==> src/rtl/gamma_contrast_brightness_ramp_defines.svh <==
// Assertion macros shared by the ramp RTL.
`ifndef GAMMA_CONTRAST_BRIGHTNESS_RAMP_DEFINES_SVH
`define GAMMA_CONTRAST_BRIGHTNESS_RAMP_DEFINES_SVH

// Implication checked on every clock edge outside reset.
`define GCB_ASSERT_IMP(lbl, ante, cons, msg) \
  lbl: assert property (@(posedge clk_i) disable iff (!rst_ni) (ante) |-> (cons)) \
    else $error(msg);

// A condition that must never be seen outside reset.
`define GCB_ASSERT_NEVER(lbl, cond, msg) \
  lbl: assert property (@(posedge clk_i) disable iff (!rst_ni) !(cond)) \
    else $error(msg);

`endif

==> src/rtl/gcb_pkg.sv <==
`timescale 1ns / 1ps
`default_nettype none

package gcb_pkg;

  localparam int FRAC_BITS = 20;
  localparam int V_W       = 31;   // Q1.30 mantissa of the power
  localparam int G_W       = 15;
  localparam int C_W       = 14;
  localparam int B_W       = 13;
  localparam int OUT_W     = 16;
  localparam int P_W       = 17;   // Q1.16 power, at most 1.0
  localparam int CFG_AW    = 4;
  localparam int CFG_DW    = 32;

  typedef enum logic [1:0] {
    REG_GAMMA      = 2'd0,
    REG_CONTRAST   = 2'd1,
    REG_BRIGHTNESS = 2'd2,
    REG_IDENTITY   = 2'd3
  } reg_idx_e;

  typedef struct packed {
    logic [C_W-1:0] contrast;
    logic [B_W-1:0] brightness;
  } cfg_t;

  typedef struct packed {
    logic             ident;
    logic             zero;
    logic             full;
    logic [OUT_W-1:0] ival;
  } side_t;

  function automatic logic [63:0] isqrt64(input logic [63:0] x_in);
    logic [63:0] x;
    logic [63:0] r;
    logic [63:0] b;
    x = x_in;
    r = '0;
    b = 64'd1 << 62;
    while (b > x) b = b >> 2;
    while (b != 0) begin
      if (x >= r + b) begin
        x = x - (r + b);
        r = (r >> 1) + b;
      end else begin
        r = r >> 1;
      end
      b = b >> 2;
    end
    return r;
  endfunction

  // Truncated log2 in Q.20 by repeated squaring of a Q1.30 mantissa.
  function automatic logic [63:0] log2_q20(input logic [63:0] x);
    logic [63:0] n;
    logic [63:0] m;
    logic [63:0] frac;
    n = '0;
    frac = '0;
    while ((x >> (n + 1)) != 0) n = n + 1;
    m = x << (30 - n);
    for (int k = 0; k < FRAC_BITS; k++) begin
      m = (m * m) >> 30;
      frac = frac << 1;
      if (m >= (64'd2 << 30)) begin
        m = m >> 1;
        frac = frac | 64'd1;
      end
    end
    return (n << FRAC_BITS) | frac;
  endfunction

  // Factor 2^(-2^-k) in Q1.30 for k = 1 .. FRAC_BITS.
  function automatic logic [V_W-1:0] exp_factor(input int k);
    logic [63:0] f;
    f = isqrt64(64'd1 << 59);
    for (int j = 1; j < k; j++) f = isqrt64(f << 30);
    return f[V_W-1:0];
  endfunction

endpackage

`default_nettype wire

==> src/rtl/gcb_div.sv <==
`timescale 1ns / 1ps
`default_nettype none

module gcb_div import gcb_pkg::*; #(
  parameter int DW = 35
) (
  input  wire logic          clk_i,
  input  wire logic          rst_ni,
  input  wire logic          vld_i,
  input  wire logic [DW-1:0] dvd_i,
  input  wire logic [G_W-1:0] dvs_i,
  output logic               vld_o,
  output logic [DW-1:0]      quo_o
);

  logic [DW-1:0]  vld_q;
  logic [DW-1:0]  dq_q  [DW];
  logic [G_W-1:0] rem_q [DW];

  // One quotient bit per stage; the dividend shifts out as the quotient shifts in.
  for (genvar j = 0; j < DW; j++) begin : g_st
    logic [G_W-1:0] pr;
    logic [DW-1:0]  pdq;
    logic           pv;
    logic [G_W:0]   t;
    logic           ge;

    if (j == 0) begin : g_first
      assign pr  = '0;
      assign pdq = dvd_i;
      assign pv  = vld_i;
    end else begin : g_next
      assign pr  = rem_q[j-1];
      assign pdq = dq_q[j-1];
      assign pv  = vld_q[j-1];
    end

    assign t  = {pr, pdq[DW-1]};
    assign ge = (t >= {1'b0, dvs_i});

    always_ff @(posedge clk_i or negedge rst_ni) begin
      if (!rst_ni) begin
        vld_q[j] <= 1'b0;
      end else begin
        vld_q[j] <= pv;
      end
    end

    always_ff @(posedge clk_i) begin
      rem_q[j] <= ge ? G_W'(t - {1'b0, dvs_i}) : t[G_W-1:0];
      dq_q[j]  <= {pdq[DW-2:0], ge};
    end
  end

  assign vld_o = vld_q[DW-1];
  assign quo_o = dq_q[DW-1];

endmodule

`default_nettype wire

==> config.mk <==
export PLATFORM = sky130hd
export DESIGN_NAME = gcb_div
export DESIGN_NICKNAME = d
export VERILOG_FILES = /design/src/rtl/gamma_contrast_brightness_ramp_defines.svh /design/src/rtl/gcb_pkg.sv /design/src/rtl/gcb_div.sv
export SDC_FILE = /design/constraint.sdc
export NUM_CORES = 2
export LEC_CHECK = 0
export BUFFER_PORTS_ARGS = -buffer_cell sky130_fd_sc_hd__buf_2
export CORE_UTILIZATION = 55
export CTS_CLUSTER_DIAMETER = 80
export DETAILED_ROUTE_END_ITERATION = 7
export GPL_TIMING_DRIVEN = 0
export PLACE_DENSITY = 0.82
export SYNTH_ARGS = -nofsm -noshare
export SYNTH_HDL_FRONTEND = slang
export SYNTH_SLANG_ARGS = --single-unit
==> constraint.sdc <==
create_clock -name clk_i -period 2.8 [get_ports clk_i]
set_input_delay 0.56 -clock clk_i [delete_from_list [all_inputs] [get_ports clk_i]]
set_output_delay 0.56 -clock clk_i [all_outputs]
set_load 0.005 [all_outputs]
==> out/results.ini <==
[sta]
setup_tns_ns = -6.39
slew_violations = 0
fin_skew_ns = 0.0247
fmax_ghz = 0.334
worst_pin_slew_ns = 0.797
hold_ws_ns = 0.0703
min_period_ns = 3.00
setup_violations = 66
period_share_pct = 107
setup_ws_ns = -0.196
relSlewSlack_pct = 46.4
rsz0062_at_grt = yes
hold_viol = 0

[setup_path]
arrival_ns = 3.66
crit_path_max_fanout = 6
cp-start-kind = primary input
critPathKind = in2reg
critPathRequiredTime_ns = 3.46
cp-end-kind = flop

[cts]
htree_levels = 4
cts_tree = built
clock_path_buffers = 3
numCtsBuffers = 169
clk_pin_slew_ns = 0.06
cts-root-buf = clkbuf_16
clock_latency_ns = 0.78
clock_sinks = 1770

[logic_synthesis]
synthFlopType = dfxtp_1
yosysMostFrequentCell = dfxtp_1
synth_seq_cells = 1770
postSynth.asyncResetShare_pct = 1.98
synth_nets = 6470
yosysTopAreaCellShare_pct = 52.8
syn_avg_cell_area_sq_um = 11.2
synth_area_sq_um = 65800
yosysUniqueCellTypes = 83
synth-edff-count = 0
netlist_top_cells_area = dfxtp_1 (53%), ha_1 (9.7%), mux2_2 (5.8%)
yosys.area.top_type = dfxtp_1
yosys_warnings = 0
yosys-top-cells-count = dfxtp_1 (1735), ha_1 (512), nor2_1 (350)
synthCells = 5872
yosysSeqAreaShare_pct = 54.1

[pwr]
switchingPower_mw = 31.1
internal_power_mw = 63.2
comb_power_share_pct = 39.1
power_leakage_nw = 34.0
switching_share_pct = 33.0
ir_worst_vdd_uv = 838
power_density_nw_per_um2 = 1200
total_power_mw = 94.3
power_frac_seq_pct = 35.9
clkPwrFrac_pct = 25.0

[placed_design]
dpl-instance-area_sq_um = 69000
port-buffer-count = 88
placed_cells = 7567
place.gp.congestion = 0.884
dp_hpwl_microns = 86400

[routing]
via_per_inst = 5.56
drtIter0Drc = 3284
drc = 0
post_drt_wl_per_cell_microns = 18.1
dr.pass1.iters = 7
drt_wl_total_microns = 148000
ant_nets = 0
via_count = 45200

[global_route]
grt.total_usage_pct = 23.8
antenna_found_initial = 0
grt_pass1_vias = 44100
grt_pass1_wl_microns = 230000
overflow = 0
grt_max_degree = 36

[layout]
syn_to_final_growth_pct = 19.2
fillers = 8461
drive_gt1_share_pct = 19.0
fin_nets = 7002
layout.cells.non_filler = 8139
design_area_sq_um = 78400

[run_status]
failed_checks = setup timing
outcome = complete, but fails checks

[floorplanning]
die_height_microns = 348
io-pin-count = 89
start_util_pct = 55.6
placeableCoreArea_sq_um = 118000
fp.dieW_microns = 348
die-area_sq_um = 121000
rows = 126

[job]
drv_cap = 0

[worst_hold_path]
hold_class = in2reg

==> power by group through the flow <==
stage                     combinational (mW)  clock [mW]  sequential (mW)
after floorplan                         26.6           0             33.3
after global placement                  31.5           0             34.1
after detailed placement                32.5           0             34.3
after CTS                               34.8        24.1             33.8
after global routing                    40.2        25.3             34.3
final                                   36.9        23.6             33.8
==> critical path, stage by stage <==
cell	delay, ns
buf_6	0.14
clkinvlp_4	0.18
buf_4	0.18
buf_12	0.15
buf_4	0.18
ha_4	0.27
o211a_1	0.12
o31a_1	0.13
o41a_1	0.38
a311o_1	0.41
nor4_4	0.32
o21ai_4	0.12
buf_4	0.19
mux2_2	0.29
==> path summary, 6_finish.rpt <==
| kind | end | depth (start not counted) | slack, ns | from |
|---|---|---|---|---|
| worst min-delay path | rem_q[0][0]$_DFF_P_ | 3 | 0.07 | dvd_i[34] |
| max in group asynchronous | g_st[12].pv$_DFF_PN0_ | 2 | 1.90 | rst_ni |
| min in group asynchronous | vld_o$_DFF_PN0_ | 2 | 0.41 | rst_ni |
| worst max-delay path | rem_q[3][7]$_DFF_P_ | 14 | -0.20 | dvs_i[4] |
| worst max register to register | rem_q[29][8]$_DFF_P_ | 11 | -0.19 | dq_q[28][34]$_DFF_P_ |
| worst min register to register | dq_q[8][25]$_DFF_P_ | 0 | 0.32 | dq_q[7][24]$_DFF_P_ |
==> logic make-up after synthesis <==
| family | share of synthesized area (%) |
|---|---|
| buf+inv | 1.97 |
| mux | 7.63 |
| fa+ha+maj | 10.7 |
| flops | 54.1 |
| xor+xnor | 4.10 |
| simple gates | 8.79 |
| compound gates | 12.6 |
==> flip-flops by register name, indices dropped and copies added (netlist names) <==
register  flops
dq_q       1225
g_st.pv      34
rem_q       510
vld_o         1
==> timing repair <==
item | in CTS | in global routing
buffers inserted | 173 | 56
endpoints found under the hold margin | 70 | 0
endpoints found under the setup margin | 529 | 374
pin swaps | 47 | 38
resized for setup | 155 | 134
hold buffers | 36 | 0
gates cloned | 13 | 2
==> cell type report <==
class | count | area (sq um) | share of cell area (%)
Antenna cell | 1 | 2.50 | 0.00319
Timing Repair Buffer | 363 | 3220 | 4.11
Inverter | 254 | 997 | 1.27
Clock buffer | 230 | 4770 | 6.08
Tap cell | 1600 | 2000 | 2.55
Multi-Input combinational cell | 3770 | 30100 | 38.3
Clock inverter | 75 | 1130 | 1.45
Timing Repair inverter | 8 | 60.1 | 0.0766
Sequential cell | 1770 | 35600 | 45.4
Buffer | 68 | 541 | 0.689
==> cell usage in the layout (no fill, tap or decap), types with 22 or more instances in the layout <==
cell type,synthesis,routed
a21o_1,114,113
and3_1,24,23
ha_4,0,30
nand4_1,59,59
ha_1,512,474
nand3_1,81,79
clkbuf_16,0,172
o31a_1,26,26
inv_1,253,232
nand2_1,291,289
clkbuf_8,0,35
nor2b_1,93,82
mux2_2,339,320
o21a_1,91,91
dfxtp_1,1735,1730
nor2_1,350,347
dlygate4sd3_1,0,36
o21bai_1,34,29
o211ai_1,52,52
xnor2_1,211,211
mux2i_1,90,90
a31oi_1,75,64
buf_4,0,193
nor3_1,77,75
buf_6,4,27
fa_1,33,22
o31ai_1,27,23
a21oi_1,302,289
or3_1,29,28
nand2b_1,52,52
mux2_4,20,39
dfrtp_1,35,35
clkbuf_1,52,54
o21ai_0,306,275
clkinvlp_4,0,29
a211oi_1,39,34
xor2_1,97,97
nor4_1,29,27
buf_12,0,35
buf_2,18,81
==> stage by stage <==
step	utilization, %	setup WS (ns)
floorplan	-	-0.874
global placement	58.1	-4.12
detailed placement	58.3	-2.66
CTS	65.5	-0.104
global route	66.2	-0.271
finish	66.2	-0.196
==> routing by layer <==
layer / global-route usage [%] / share of wire (%)
met4: 10.5 / 4.2
met5: 0 / 0
met2: 40.2 / 48
met1: 29.8 / 43
met3: 3.89 / 5.6
Power figures use the tool's default switching activity.
