## src/rtl/gamma_contrast_brightness_ramp_defines.svh

```systemverilog
// Assertion macros shared by the ramp RTL.
`ifndef GAMMA_CONTRAST_BRIGHTNESS_RAMP_DEFINES_SVH
`define GAMMA_CONTRAST_BRIGHTNESS_RAMP_DEFINES_SVH

// Implication checked on every clock edge outside reset.
`define GCB_ASSERT_IMP(lbl, ante, cons, msg) \
  lbl: assert property (@(posedge clk_i) disable iff (!rst_ni) (ante) |-> (cons)) \
    else $error(msg);

// A condition that must never be seen outside reset.
`define GCB_ASSERT_NEVER(lbl, cond, msg) \
  lbl: assert property (@(posedge clk_i) disable iff (!rst_ni) !(cond)) \
    else $error(msg);

`endif

```

## src/rtl/gcb_pkg.sv

```systemverilog
`timescale 1ns / 1ps
`default_nettype none

package gcb_pkg;

  localparam int FRAC_BITS = 20;
  localparam int V_W       = 31;   // Q1.30 mantissa of the power
  localparam int G_W       = 15;
  localparam int C_W       = 14;
  localparam int B_W       = 13;
  localparam int OUT_W     = 16;
  localparam int P_W       = 17;   // Q1.16 power, at most 1.0
  localparam int CFG_AW    = 4;
  localparam int CFG_DW    = 32;

  typedef enum logic [1:0] {
    REG_GAMMA      = 2'd0,
    REG_CONTRAST   = 2'd1,
    REG_BRIGHTNESS = 2'd2,
    REG_IDENTITY   = 2'd3
  } reg_idx_e;

  typedef struct packed {
    logic [C_W-1:0] contrast;
    logic [B_W-1:0] brightness;
  } cfg_t;

  typedef struct packed {
    logic             ident;
    logic             zero;
    logic             full;
    logic [OUT_W-1:0] ival;
  } side_t;

  function automatic logic [63:0] isqrt64(input logic [63:0] x_in);
    logic [63:0] x;
    logic [63:0] r;
    logic [63:0] b;
    x = x_in;
    r = '0;
    b = 64'd1 << 62;
    while (b > x) b = b >> 2;
    while (b != 0) begin
      if (x >= r + b) begin
        x = x - (r + b);
        r = (r >> 1) + b;
      end else begin
        r = r >> 1;
      end
      b = b >> 2;
    end
    return r;
  endfunction

  // Truncated log2 in Q.20 by repeated squaring of a Q1.30 mantissa.
  function automatic logic [63:0] log2_q20(input logic [63:0] x);
    logic [63:0] n;
    logic [63:0] m;
    logic [63:0] frac;
    n = '0;
    frac = '0;
    while ((x >> (n + 1)) != 0) n = n + 1;
    m = x << (30 - n);
    for (int k = 0; k < FRAC_BITS; k++) begin
      m = (m * m) >> 30;
      frac = frac << 1;
      if (m >= (64'd2 << 30)) begin
        m = m >> 1;
        frac = frac | 64'd1;
      end
    end
    return (n << FRAC_BITS) | frac;
  endfunction

  // Factor 2^(-2^-k) in Q1.30 for k = 1 .. FRAC_BITS.
  function automatic logic [V_W-1:0] exp_factor(input int k);
    logic [63:0] f;
    f = isqrt64(64'd1 << 59);
    for (int j = 1; j < k; j++) f = isqrt64(f << 30);
    return f[V_W-1:0];
  endfunction

endpackage

`default_nettype wire

```

## src/rtl/gcb_post.sv

```systemverilog
`timescale 1ns / 1ps
`default_nettype none

module gcb_post import gcb_pkg::*; (
  input  wire logic           clk_i,
  input  wire logic           rst_ni,
  input  wire logic           vld_i,
  input  wire logic [P_W-1:0] p_i,
  input  wire cfg_t           cfg_i,
  output logic                vld_o,
  output logic [OUT_W-1:0]    res_o
);

  logic [3:0]              vld_q;
  logic signed [17:0]      diff;
  logic signed [32:0]      prod_d, prod_q;
  logic signed [32:0]      scaled;
  logic signed [17:0]      t1_d, t1_q;
  logic signed [19:0]      t2s;
  logic [P_W-1:0]          t2_d, t2_q;
  logic [31:0]             mul;
  logic [OUT_W-1:0]        res_d, res_q;

  assign diff   = $signed({1'b0, p_i}) - 18'sd32768;
  assign prod_d = diff * $signed({1'b0, cfg_i.contrast});

  // Arithmetic shift floors, which matches the rounding of negative products.
  assign scaled = (prod_q >>> 11) + 33'sd32768;
  always_comb begin
    if (scaled < -33'sd131072) begin
      t1_d = -18'sd131072;
    end else if (scaled > 33'sd131071) begin
      t1_d = 18'sd131071;
    end else begin
      t1_d = scaled[17:0];
    end
  end

  assign t2s = 20'(t1_q) + $signed({3'b0, cfg_i.brightness, 4'b0}) - 20'sd32768;
  always_comb begin
    if (t2s < 20'sd0) begin
      t2_d = '0;
    end else if (t2s > 20'sd65536) begin
      t2_d = P_W'(65536);
    end else begin
      t2_d = t2s[P_W-1:0];
    end
  end

  assign mul   = t2_q[15:0] * 16'hFFFF;
  assign res_d = t2_q[16] ? 16'hFFFF : mul[31:16];

  always_ff @(posedge clk_i or negedge rst_ni) begin
    if (!rst_ni) begin
      vld_q <= '0;
    end else begin
      vld_q <= {vld_q[2:0], vld_i};
    end
  end

  always_ff @(posedge clk_i) begin
    prod_q <= prod_d;
    t1_q   <= t1_d;
    t2_q   <= t2_d;
    res_q  <= res_d;
  end

  assign vld_o = vld_q[3];
  assign res_o = res_q;

endmodule

`default_nettype wire

```

## config.mk

```make
export PLATFORM = sky130hd
export DESIGN_NAME = gcb_post
export DESIGN_NICKNAME = d
export VERILOG_FILES = /design/src/rtl/gamma_contrast_brightness_ramp_defines.svh /design/src/rtl/gcb_pkg.sv /design/src/rtl/gcb_post.sv
export SDC_FILE = /design/constraint.sdc
export NUM_CORES = 1
export LEC_CHECK = 0
export BUFFER_PORTS_ARGS = -buffer_cell sky130_fd_sc_hd__clkbuf_2
export CORE_UTILIZATION = 60
export CTS_CLUSTER_SIZE = 8
export DETAILED_ROUTE_END_ITERATION = 12
export PLACE_DENSITY_LB_ADDON = 0.25
export SLEW_MARGIN = 20
export SYNTH_ARGS = -nofsm -noshare
export SYNTH_HDL_FRONTEND = slang
export SYNTH_SLANG_ARGS = --single-unit
```

## constraint.sdc

```tcl
create_clock -name clk_i -period 11.2 [get_ports clk_i]
set_input_delay 2.24 -clock clk_i [delete_from_list [all_inputs] [get_ports clk_i]]
set_output_delay 2.24 -clock clk_i [all_outputs]
set_load 0.005 [all_outputs]
```

==> results of run 1 <==
==> cells in the final DEF, fill, tap and decap left out, drive strengths merged, types with 12 or more instances in the layout <==
cell | synthesis | routed
clkbuf | 41 | 72
a21oi | 32 | 32
dfxtp | 73 | 73
ha | 195 | 195
xnor2 | 38 | 38
nor3b | 12 | 12
nand2 | 125 | 125
nor2 | 35 | 35
fa | 366 | 366
nor3 | 17 | 17
o21ai | 27 | 27
a21o | 27 | 27
and2 | 132 | 132
inv | 434 | 439
nor2b | 26 | 26
nand4 | 15 | 15
==> final timing paths <==
check	from	slack, ns	cells after the start	to
min in group asynchronous	rst_ni	1.69	1	vld_q[3]$_DFF_PN0_
worst min-delay path	vld_q[2]$_DFF_PN0_	0.35	0	vld_q[3]$_DFF_PN0_
worst max register to register	t2_q[8]$_SDFF_PP0_	5.13	19	res_o[15]$_SDFF_PP1_
worst max-delay path	p_i[15]	2.94	23	prod_q[32]$_DFF_P_
worst min register to register	vld_q[2]$_DFF_PN0_	0.35	0	vld_q[3]$_DFF_PN0_
max in group asynchronous	rst_ni	9.39	1	vld_q[0]$_DFF_PN0_
==> metal layers <==
layer  share of wire, %  global-route usage [%]  vias up
met5                  0                       0        -
met4                2.1                   6.482        0
met3                5.4                   2.969       49
met2                 51                   47.52      328
met1                 42                   33.94     5658
li1                   -                       -     5221
==> cell type report <==
| type | count | area [sq um] | area share [%] |
|---|---|---|---|
| Timing Repair Buffer | 64 | 322.8 | 1.836 |
| Sequential cell | 77 | 1562 | 8.879 |
| Clock inverter | 7 | 62.56 | 0.3557 |
| Tap cell | 372 | 465.4 | 2.647 |
| Clock buffer | 9 | 225.2 | 1.281 |
| Inverter | 434 | 1629 | 9.264 |
| Multi-Input combinational cell | 1151 | 13320 | 75.74 |
==> registers in the layout (all words and copies together) (netlist names) <==
signal	flops
res_o	16
prod_q	22
t2_q	17
t1_q	18
vld_q	4
==> logic make-up after synthesis <==
group | Yosys count | synth area share [%]
compound gates | 143 | 5.950
xor+xnor | 45 | 2.364
fa+ha+maj | 561 | 58.57
buf+inv | 477 | 10.81
flops | 77 | 9.364
mux | 2 | 0.1201
simple gates | 400 | 12.82
==> Yosys cell counts, types with 3 or more instances <==
master	n	area share, %
a21o_1	27	1.2
dfrtp_1	4	0.60
a21oi_1	31	0.93
and2_1	132	5.0
o21ai_0	24	0.72
clkbuf_1	41	0.92
xor2_1	7	0.37
nor3b_2	9	0.68
a21boi_0	4	0.18
o21ai_1	3	0.090
inv_1	434	9.8
nand4_1	15	0.56
nor2_1	35	0.79
fa_1	366	44
nor2b_1	26	0.98
nand3_1	9	0.27
or2_2	3	0.11
dfxtp_1	73	8.8
and3_1	7	0.26
nand2_1	125	2.8
o21bai_1	5	0.23
nor3b_1	3	0.14
a211oi_1	7	0.32
o21a_1	9	0.41
a2111o_1	3	0.20
xnor2_1	38	2.0
o211ai_1	4	0.18
ha_1	195	15
nand2b_1	8	0.30
nor3_1	17	0.51
or3_1	4	0.15
a31oi_1	5	0.19
nor4_1	4	0.15
==> through the flow <==
step           util (%)  hold WS (ns)
3_3_place_gp      63.80        0.3355
4_1_cts           64.88        0.3566
5_1_grt           64.89        0.3618
2_1_floorplan         -        0.3312
6_report          64.89        0.3524
3_5_place_dp      63.81        0.3395
==> flow_summary.json, run 1 <==
{
  "finalCritPeriodShare_pct": 73.77,
  "worstSetupEndpointType": "register",
  "critPathLaunchType": "primary input",
  "report.final.slew_viol_count": 0,
  "skew_ns": 0.01110,
  "gr-total-overflow": 0,
  "grt_max_degree": 19,
  "synth_fp_nets": 2313,
  "place_area_sq_mm": 0.01729,
  "clockBufferDepth": 2,
  "finalHoldViolations": 0,
  "cp_max_fo": 14,
  "die_area_sq_mm": 0.02846,
  "gp_congestion": 0.9365,
  "drt-vias-per-instance": 5.325,
  "fin_nets": 2345,
  "cts_buffers": 9,
  "cap_violations": 0,
  "drc": 0,
  "routedWlPerCell_microns": 16.40,
  "final_antenna_net_count": 0,
  "grt_usage_pct": 26.38,
  "setup_ws_ns": 2.937,
  "max_freq_mhz": 121.0,
  "syn_to_final_growth_pct": 5.463,
  "clkSlewWorstSetupHoldPaths_ns": 0.07,
  "fin_tns_setup_ns": 0,
  "crit_type": "primary input to register",
  "placedCellCount": 2098,
  "yosysWarningCount": 0,
  "root_buffer": "clkbuf_16",
  "syn_area_sq_mm": 0.01667,
  "layout-drive-gt1-share_pct": 5.741,
  "fin_crit_ns": 8.263,
  "fin_cells": 2114,
  "via_count": 11260,
  "fillers": 2229,
  "core_area_sq_mm": 0.02710,
  "pin_count": 64,
  "cts_tree": "yes",
  "grt_pass1_wl_mm": 58.95,
  "timing_worst_slew_pin_value_ns": 0.7523,
  "htreeDepth": 3,
  "status": "finished, final reports clean",
  "dp_hpwl_mm": 30.28,
  "antenna_found_initial": 0,
  "num_rows": 60,
  "cts_resized": 0,
  "path_common_cell": "fa_1",
  "synthArstFlopShare_pct": 5.195,
  "avgSynthCellArea_sq_um": 9.780,
  "ctsHoldBuffers": 0,
  "ys.flop_type": "dfxtp_1",
  "grt_pass1_vias": 12140,
  "synthCells": 1705,
  "cts_sinks": 77,
  "place_ws_ns": 2.581,
  "max_stage_delay_ns": 0.56,
  "port_buffers": 63,
  "ys_seq_area_share_pct": 9.364,
  "antenna_cells": 0,
  "rsz0062_at_grt": "false",
  "initial_utilization_pct": 61.53,
  "setup_viol_count_final": 0,
  "crit_buf_inv": 6,
  "slowest_stage": "ha_1",
  "postCtsSetupBuffers": 0,
  "min_path_type": "register to register",
  "slew_headroom_pct": 49.85,
  "dr.pass1.iters": 5,
  "die_w_microns": 168.7,
  "ys_ff_latch": 77,
  "worstPathCellList": "clkbuf_2 > inv_1 > ha_1 > nor2b_1 > fa_1 > inv_1 > fa_1 > inv_1 > fa_1 > fa_1 > fa_1 > inv_1 > fa_1 > inv_1 > ha_1 > a21o_1 > a21oi_1 > o211ai_1 > a22o_1 > a21oi_1 > o21ai_0 > a2111o_1 > nand4_1",
  "arrival_ns": 8.55,
  "insertion_delay_ns": 0.35,
  "wl_mm": 34.68,
  "synth_edf_count": 0,
  "cp_top_family": "adder cells",
  "drtIter0Drc": 521,
  "yosysUniqueCellTypes": 55,
  "cp_data_required_time_ns": 11.49,
  "chipHeight_microns": 168.7,
  "fin_area_sq_mm": 0.01759
}
Power of run 1 is not shown: default switching activity piles up to over one toggle a cycle in this logic, so the estimate is an artifact.
==> run 2, diff against run 1 <==
--- a/config.mk
+++ b/config.mk
@@ -5,6 +5,7 @@
 export SDC_FILE = /design/constraint.sdc
 export NUM_CORES = 1
 export LEC_CHECK = 0
+export ABC_AREA = 1
 export BUFFER_PORTS_ARGS = -buffer_cell sky130_fd_sc_hd__clkbuf_2
 export CORE_UTILIZATION = 60
 export CTS_CLUSTER_SIZE = 8
==> constraint.sdc (replaced) <==
create_clock -name clk_i -period 8.5 [get_ports clk_i]
set_input_delay 1.7 -clock clk_i [delete_from_list [all_inputs] [get_ports clk_i]]
set_output_delay 1.7 -clock clk_i [all_outputs]
set_load 0.005 [all_outputs]
==> flow_summary.json, run 2 <==
{
  "synth_area_leader_cell": "fa_1",
  "r2r-start": "t2_q[11]$_SDFF_PP0_",
  "netlist.area_leader.share_pct": 39.67,
  "routedWlPerCell_microns": 16.20,
  "die_area_sq_mm": 0.03149,
  "slew_headroom_pct": 58.31,
  "fin_crit_ns": 7.841,
  "worstRegToRegCells": 18,
  "grt_pass1_vias": 15100,
  "dr.pass1.iters": 6,
  "min_path_type": "register to register",
  "largest_reg_flops": 22,
  "fin_nets": 2957,
  "ys.flop_type": "dfxtp_1",
  "yosysWarningCount": 0,
  "cts_buffers": 9,
  "cts_resized": 0,
  "crit_end": "prod_q[24]$_DFF_P_",
  "cap_violations": 0,
  "insertion_delay_ns": 0.35,
  "layout-drive-gt1-share_pct": 4.206,
  "wl_mm": 44.46,
  "synthTopCellsByArea": "fa_1, inv_1, ha_1, nand2_1, dfxtp_1",
  "synth_edf_count": 0,
  "path_common_cell": "fa_1",
  "wl_met1_mm": 20.66,
  "die_w_microns": 177.4,
  "cp_max_fo": 14,
  "pin_count": 64,
  "fin_tns_setup_ns": 0,
  "skew_ns": 0.01315,
  "reg.largest.list": "prod_q: 22 flops, t1_q: 18 flops, t2_q: 17 flops",
  "syn_area_sq_mm": 0.01847,
  "slowest_stage": "fa_1",
  "port_buffers": 63,
  "dp_hpwl_mm": 39.27,
  "finalHoldViolations": 0,
  "htreeDepth": 3,
  "most-common-layout-cells": "inv_1, nand2_1, fa_1",
  "synthCells": 2325,
  "root_buffer": "clkbuf_16",
  "grt_max_degree": 19,
  "grt_pass1_wl_mm": 75.35,
  "max_stage_delay_ns": 0.77,
  "largest_register": "prod_q",
  "avgSynthCellArea_sq_um": 7.943,
  "grt_usage_pct": 30.81,
  "met3_length_mm": 3.800,
  "gp_congestion": 0.9699,
  "cts_sinks": 77,
  "yosysMostFrequentCell": "inv_1",
  "setup_viol_count_final": 0,
  "rsz0062_at_grt": "false",
  "drtIter0Drc": 1230,
  "timing_worst_slew_pin_value_ns": 0.6205,
  "cp_data_required_time_ns": 8.79,
  "min_from": "vld_q[0]$_DFF_PN0_",
  "antenna_found_initial": 0,
  "clockBufferDepth": 2,
  "fillers": 2627,
  "num_rows": 63,
  "crit_start": "p_i[15]",
  "crit_type": "primary input to register",
  "finalCritPeriodShare_pct": 92.24,
  "core_area_sq_mm": 0.02995,
  "critPathLaunchType": "primary input",
  "synth_fp_nets": 2933,
  "final_antenna_net_count": 0,
  "drc": 0,
  "arrival_ns": 8.13,
  "syn_to_final_growth_pct": 4.770,
  "wl_met2_mm": 19.48,
  "drt-vias-per-instance": 5.305,
  "via_count": 14560,
  "worstSetupEndpointType": "register",
  "chipHeight_microns": 177.4,
  "worstPathCellList": "clkbuf_2 > inv_1 > ha_1 > nand2_1 > fa_1 > fa_1 > inv_1 > fa_1 > fa_1 > fa_1 > fa_1 > ha_1 > nand2_1 > nor2_1 > inv_1 > nor3_1 > nand3_1 > nand2_1 > xor2_1",
  "status": "finished, final reports clean",
  "maxUsedRoutingLayer": "met4",
  "antenna_cells": 0,
  "max_freq_mhz": 127.5,
  "ys_ff_latch": 77,
  "yosys-top-cells-count": "inv_1, nand2_1, fa_1",
  "cts_tree": "yes",
  "ys_seq_area_share_pct": 8.455,
  "ctsHoldBuffers": 0,
  "clkSlewWorstSetupHoldPaths_ns": 0.07,
  "r2r_end": "res_o[15]$_SDFF_PP1_",
  "initial_utilization_pct": 61.65,
  "report.final.slew_viol_count": 0,
  "layout_commonest_cell": "inv_1",
  "gr-total-overflow": 0,
  "ff2ff_setup_slack_ns": 2.74,
  "yosysUniqueCellTypes": 39,
  "synthArstFlopShare_pct": 5.195,
  "postCtsSetupBuffers": 0
}
-- run 2: cell types whose count changed in the layout (fill, tap and decap cells not counted), sizes merged, moves of 13 or more --
cell and change:
a21o -13, a21oi +38, and2 -130, inv +252, nand2 +365, nand3 +73
nor2 +88, nor2b -26, o21ai +20, xnor2 -24
-- run 2: cell type report --
cell class | count | area, sq um | share of cell area, %
multi-input cells | 1510 | 14120 | 72.97
inverters | 688 | 2582 | 13.35
flip-flops and latches | 77 | 1562 | 8.070
well taps | 390 | 488.0 | 2.522
repair buffers | 63 | 315.3 | 1.630
clock buffers | 9 | 225.2 | 1.164
clock inverters | 7 | 57.56 | 0.2975
-- run 2: kinds of logic after synthesis --
group	Yosys count	share of synthesized area [%]
AOI/OAI and AO/OA	171	5.508
adders and majority gates	561	52.89
and+or+nand+nor	746	16.54
DFF	77	8.455
xor gates and xnor gates	32	1.518
buffers and inverters	738	15.09
-- run 2: routing by layer --
layer,global-route usage (%),vias to the layer above
met5,0,-
met4,4.416,0
met3,5.913,50
met2,47.74,546
met1,45.76,7083
li1,-,6879
-- run 2: how the worst min path moves through the flow --
stage	end	cells past startpoint
after floorplan	vld_q[1]$_DFF_PN0_	0
after global placement	vld_q[2]$_DFF_PN0_	0
after detailed placement	vld_q[2]$_DFF_PN0_	0
after CTS	vld_q[1]$_DFF_PN0_	0
after global routing	vld_q[1]$_DFF_PN0_	0
final	vld_q[1]$_DFF_PN0_	0
-- run 2: through the flow --
stage | cell area [sq um] | std cells | worst slack (ns) | hold WS [ns] | utilization, %
detailed placement | 19070 | 2728 | 0.3840 | 0.3370 | 63.65
global route | 19350 | 2744 | 0.2915 | 0.3647 | 64.59
floorplan | 18470 | 2325 | 1.181 | 0.3312 | -
finish | 19350 | 2744 | 0.6593 | 0.3609 | 64.59
CTS | 19350 | 2744 | 0.7106 | 0.3639 | 64.59
global placement | 19070 | 2728 | 0.5120 | 0.3440 | 63.65
-- run 2: critical path, delay by kind of cell --
kind | cells | cell delay [ns]
buffers and inverters | 4 | 0.76
adders and majority gates | 8 | 4.20
and+or+nand+nor | 6 | 1.31
xor gates and xnor gates | 1 | 0.14
Power of run 2 is left out for the same reason.
==> run 3, diff against run 2 <==
--- a/config.mk
+++ b/config.mk
@@ -10,7 +10,7 @@
 export CORE_UTILIZATION = 60
 export CTS_CLUSTER_SIZE = 8
 export DETAILED_ROUTE_END_ITERATION = 12
-export PLACE_DENSITY_LB_ADDON = 0.25
+export PLACE_DENSITY = 0.85
 export SLEW_MARGIN = 20
 export SYNTH_ARGS = -nofsm -noshare
 export SYNTH_HDL_FRONTEND = slang
==> flow_summary.json, run 3 (same netlist as run 2, synthesis figures left out) <==
{
  "pin_count": 64,
  "cts_resized": 0,
  "cts_sinks": 77,
  "fillers": 2454,
  "syn_to_final_growth_pct": 4.932,
  "finalHoldViolations": 0,
  "drc": 0,
  "insertion_delay_ns": 0.36,
  "report.final.slew_viol_count": 0,
  "cap_violations": 0,
  "timing_worst_slew_pin_value_ns": 0.7206,
  "setup_ws_ns": 0.8833,
  "place_ws_ns": 0.5825,
  "seq_area_sq_mm": 0.001562,
  "worstSetupEndpointType": "register",
  "slew_headroom_pct": 51.51,
  "fin_nets": 2957,
  "grt_max_degree": 19,
  "root_buffer": "clkbuf_16",
  "layout_commonest_cell": "inv_1",
  "gr-total-overflow": 0,
  "status": "finished, final reports clean",
  "fin_crit_ns": 7.617,
  "via_count": 14780,
  "min_path_type": "register to register",
  "grt_pass1_vias": 15470,
  "min_path_cells": 0,
  "setup_viol_count_final": 0,
  "antenna_cells": 0,
  "place_area_sq_mm": 0.01907,
  "rsz0062_at_grt": "false",
  "whs_endpoint": "vld_q[2]$_DFF_PN0_",
  "routedWlPerCell_microns": 16.18,
  "arrival_ns": 7.91,
  "r2r_end": "res_o[15]$_SDFF_PP1_",
  "clockBufferDepth": 2,
  "port_buffers": 63,
  "cp_max_fo": 14,
  "grt_usage_pct": 30.61,
  "skew_ns": 0.01023,
  "gp_congestion": 0.9658,
  "cts_buffers": 9,
  "ctsHoldBuffers": 0,
  "most-common-layout-cells": "inv_1, nand2_1, fa_1",
  "postCtsSetupBuffers": 0,
  "grt_pass1_wl_mm": 75.21,
  "cp_data_required_time_ns": 8.79,
  "dr.pass1.iters": 5,
  "fin_tns_setup_ns": 0,
  "dp_hpwl_mm": 38.69,
  "core_area_sq_mm": 0.02995,
  "die_w_microns": 177.4,
  "largest_register": "prod_q",
  "largest_reg_flops": 22,
  "max_freq_mhz": 131.3,
  "drt-vias-per-instance": 5.386,
  "final_antenna_net_count": 0,
  "multiInputGateArea_sq_mm": 0.01412,
  "r2r-start": "t2_q[11]$_SDFF_PP0_",
  "drtIter0Drc": 1141,
  "finalCritPeriodShare_pct": 89.61,
  "worstRegToRegCells": 18,
  "reg.largest.list": "prod_q: 22 flops, t1_q: 18 flops, t2_q: 17 flops",
  "layout-drive-gt1-share_pct": 4.206,
  "fin_area_sq_mm": 0.01938,
  "antenna_found_initial": 0,
  "critPathLaunchType": "primary input",
  "die_area_sq_mm": 0.03149,
  "num_rows": 63,
  "cts_tree": "yes",
  "min_from": "vld_q[1]$_DFF_PN0_",
  "clkSlewWorstSetupHoldPaths_ns": 0.07,
  "chipHeight_microns": 177.4,
  "crit_type": "primary input to register",
  "initial_utilization_pct": 61.65,
  "htreeDepth": 3,
  "ff2ff_setup_slack_ns": 2.80,
  "wl_mm": 44.40
}
## run 3: cell types whose count changed in the layout (fill, tap and decap cells not counted), sizes merged
cell | before | now
clkinv | 3 | 1
bufinv | 0 | 1
inv | 691 | 693
clkinvlp | 1 | 0
## run 3: worst max path at each step
stage,start,endpoint,depth (start not counted)
6_report,p_i[15],prod_q[25]$_DFF_P_,20
5_1_grt,p_i[15],prod_q[25]$_DFF_P_,20
4_1_cts,p_i[15],prod_q[25]$_DFF_P_,20
3_5_place_dp,p_i[15],prod_q[25]$_DFF_P_,20
3_3_place_gp,p_i[15],prod_q[30]$_DFF_P_,19
2_1_floorplan,p_i[15],prod_q[32]$_DFF_P_,19
## run 3: per-layer routing
layer  vias up  routed length, microns  GRT usage [%]
met5         -                       0              0
met1      7181                   19310          42.94
met3        87                    3815          6.362
met4         0                     944          7.407
met2       646                   20330          48.63
li1       6864                       -              -
## run 3: worst max-delay path, cell delays in order
cell and delay, ns:
clkbuf_2 0.18, inv_1 0.21, ha_1 0.49, nand2_1 0.22, fa_1 0.76, fa_1 0.51, inv_1 0.29, fa_1 0.51
fa_1 0.56, fa_1 0.45, fa_1 0.50, ha_1 0.40, nand2_1 0.13, nor2_1 0.17, inv_1 0.10, nor2_1 0.18
nand3_1 0.09, o21bai_1 0.16, nand3_1 0.12, xor2_1 0.16
## run 3: final cells by class
| class | instances | area share (%) |
|---|---|---|
| multi-input cells | 1510 | 72.86 |
| inverters | 688 | 13.33 |
| flip-flops and latches | 77 | 8.058 |
| well taps | 390 | 2.518 |
| repair buffers | 63 | 1.627 |
| clock buffers | 9 | 1.162 |
| clock inverters | 7 | 0.4520 |
## run 3: metrics by stage
step | utilization, % | cells | hold slack, ns
floorplan | - | 2325 | 0.3312
global placement | 63.65 | 2728 | 0.3365
detailed placement | 63.65 | 2728 | 0.3371
CTS | 64.70 | 2744 | 0.3525
global route | 64.70 | 2744 | 0.3631
finish | 64.70 | 2744 | 0.3497
Power of run 3 is left out for the same reason.
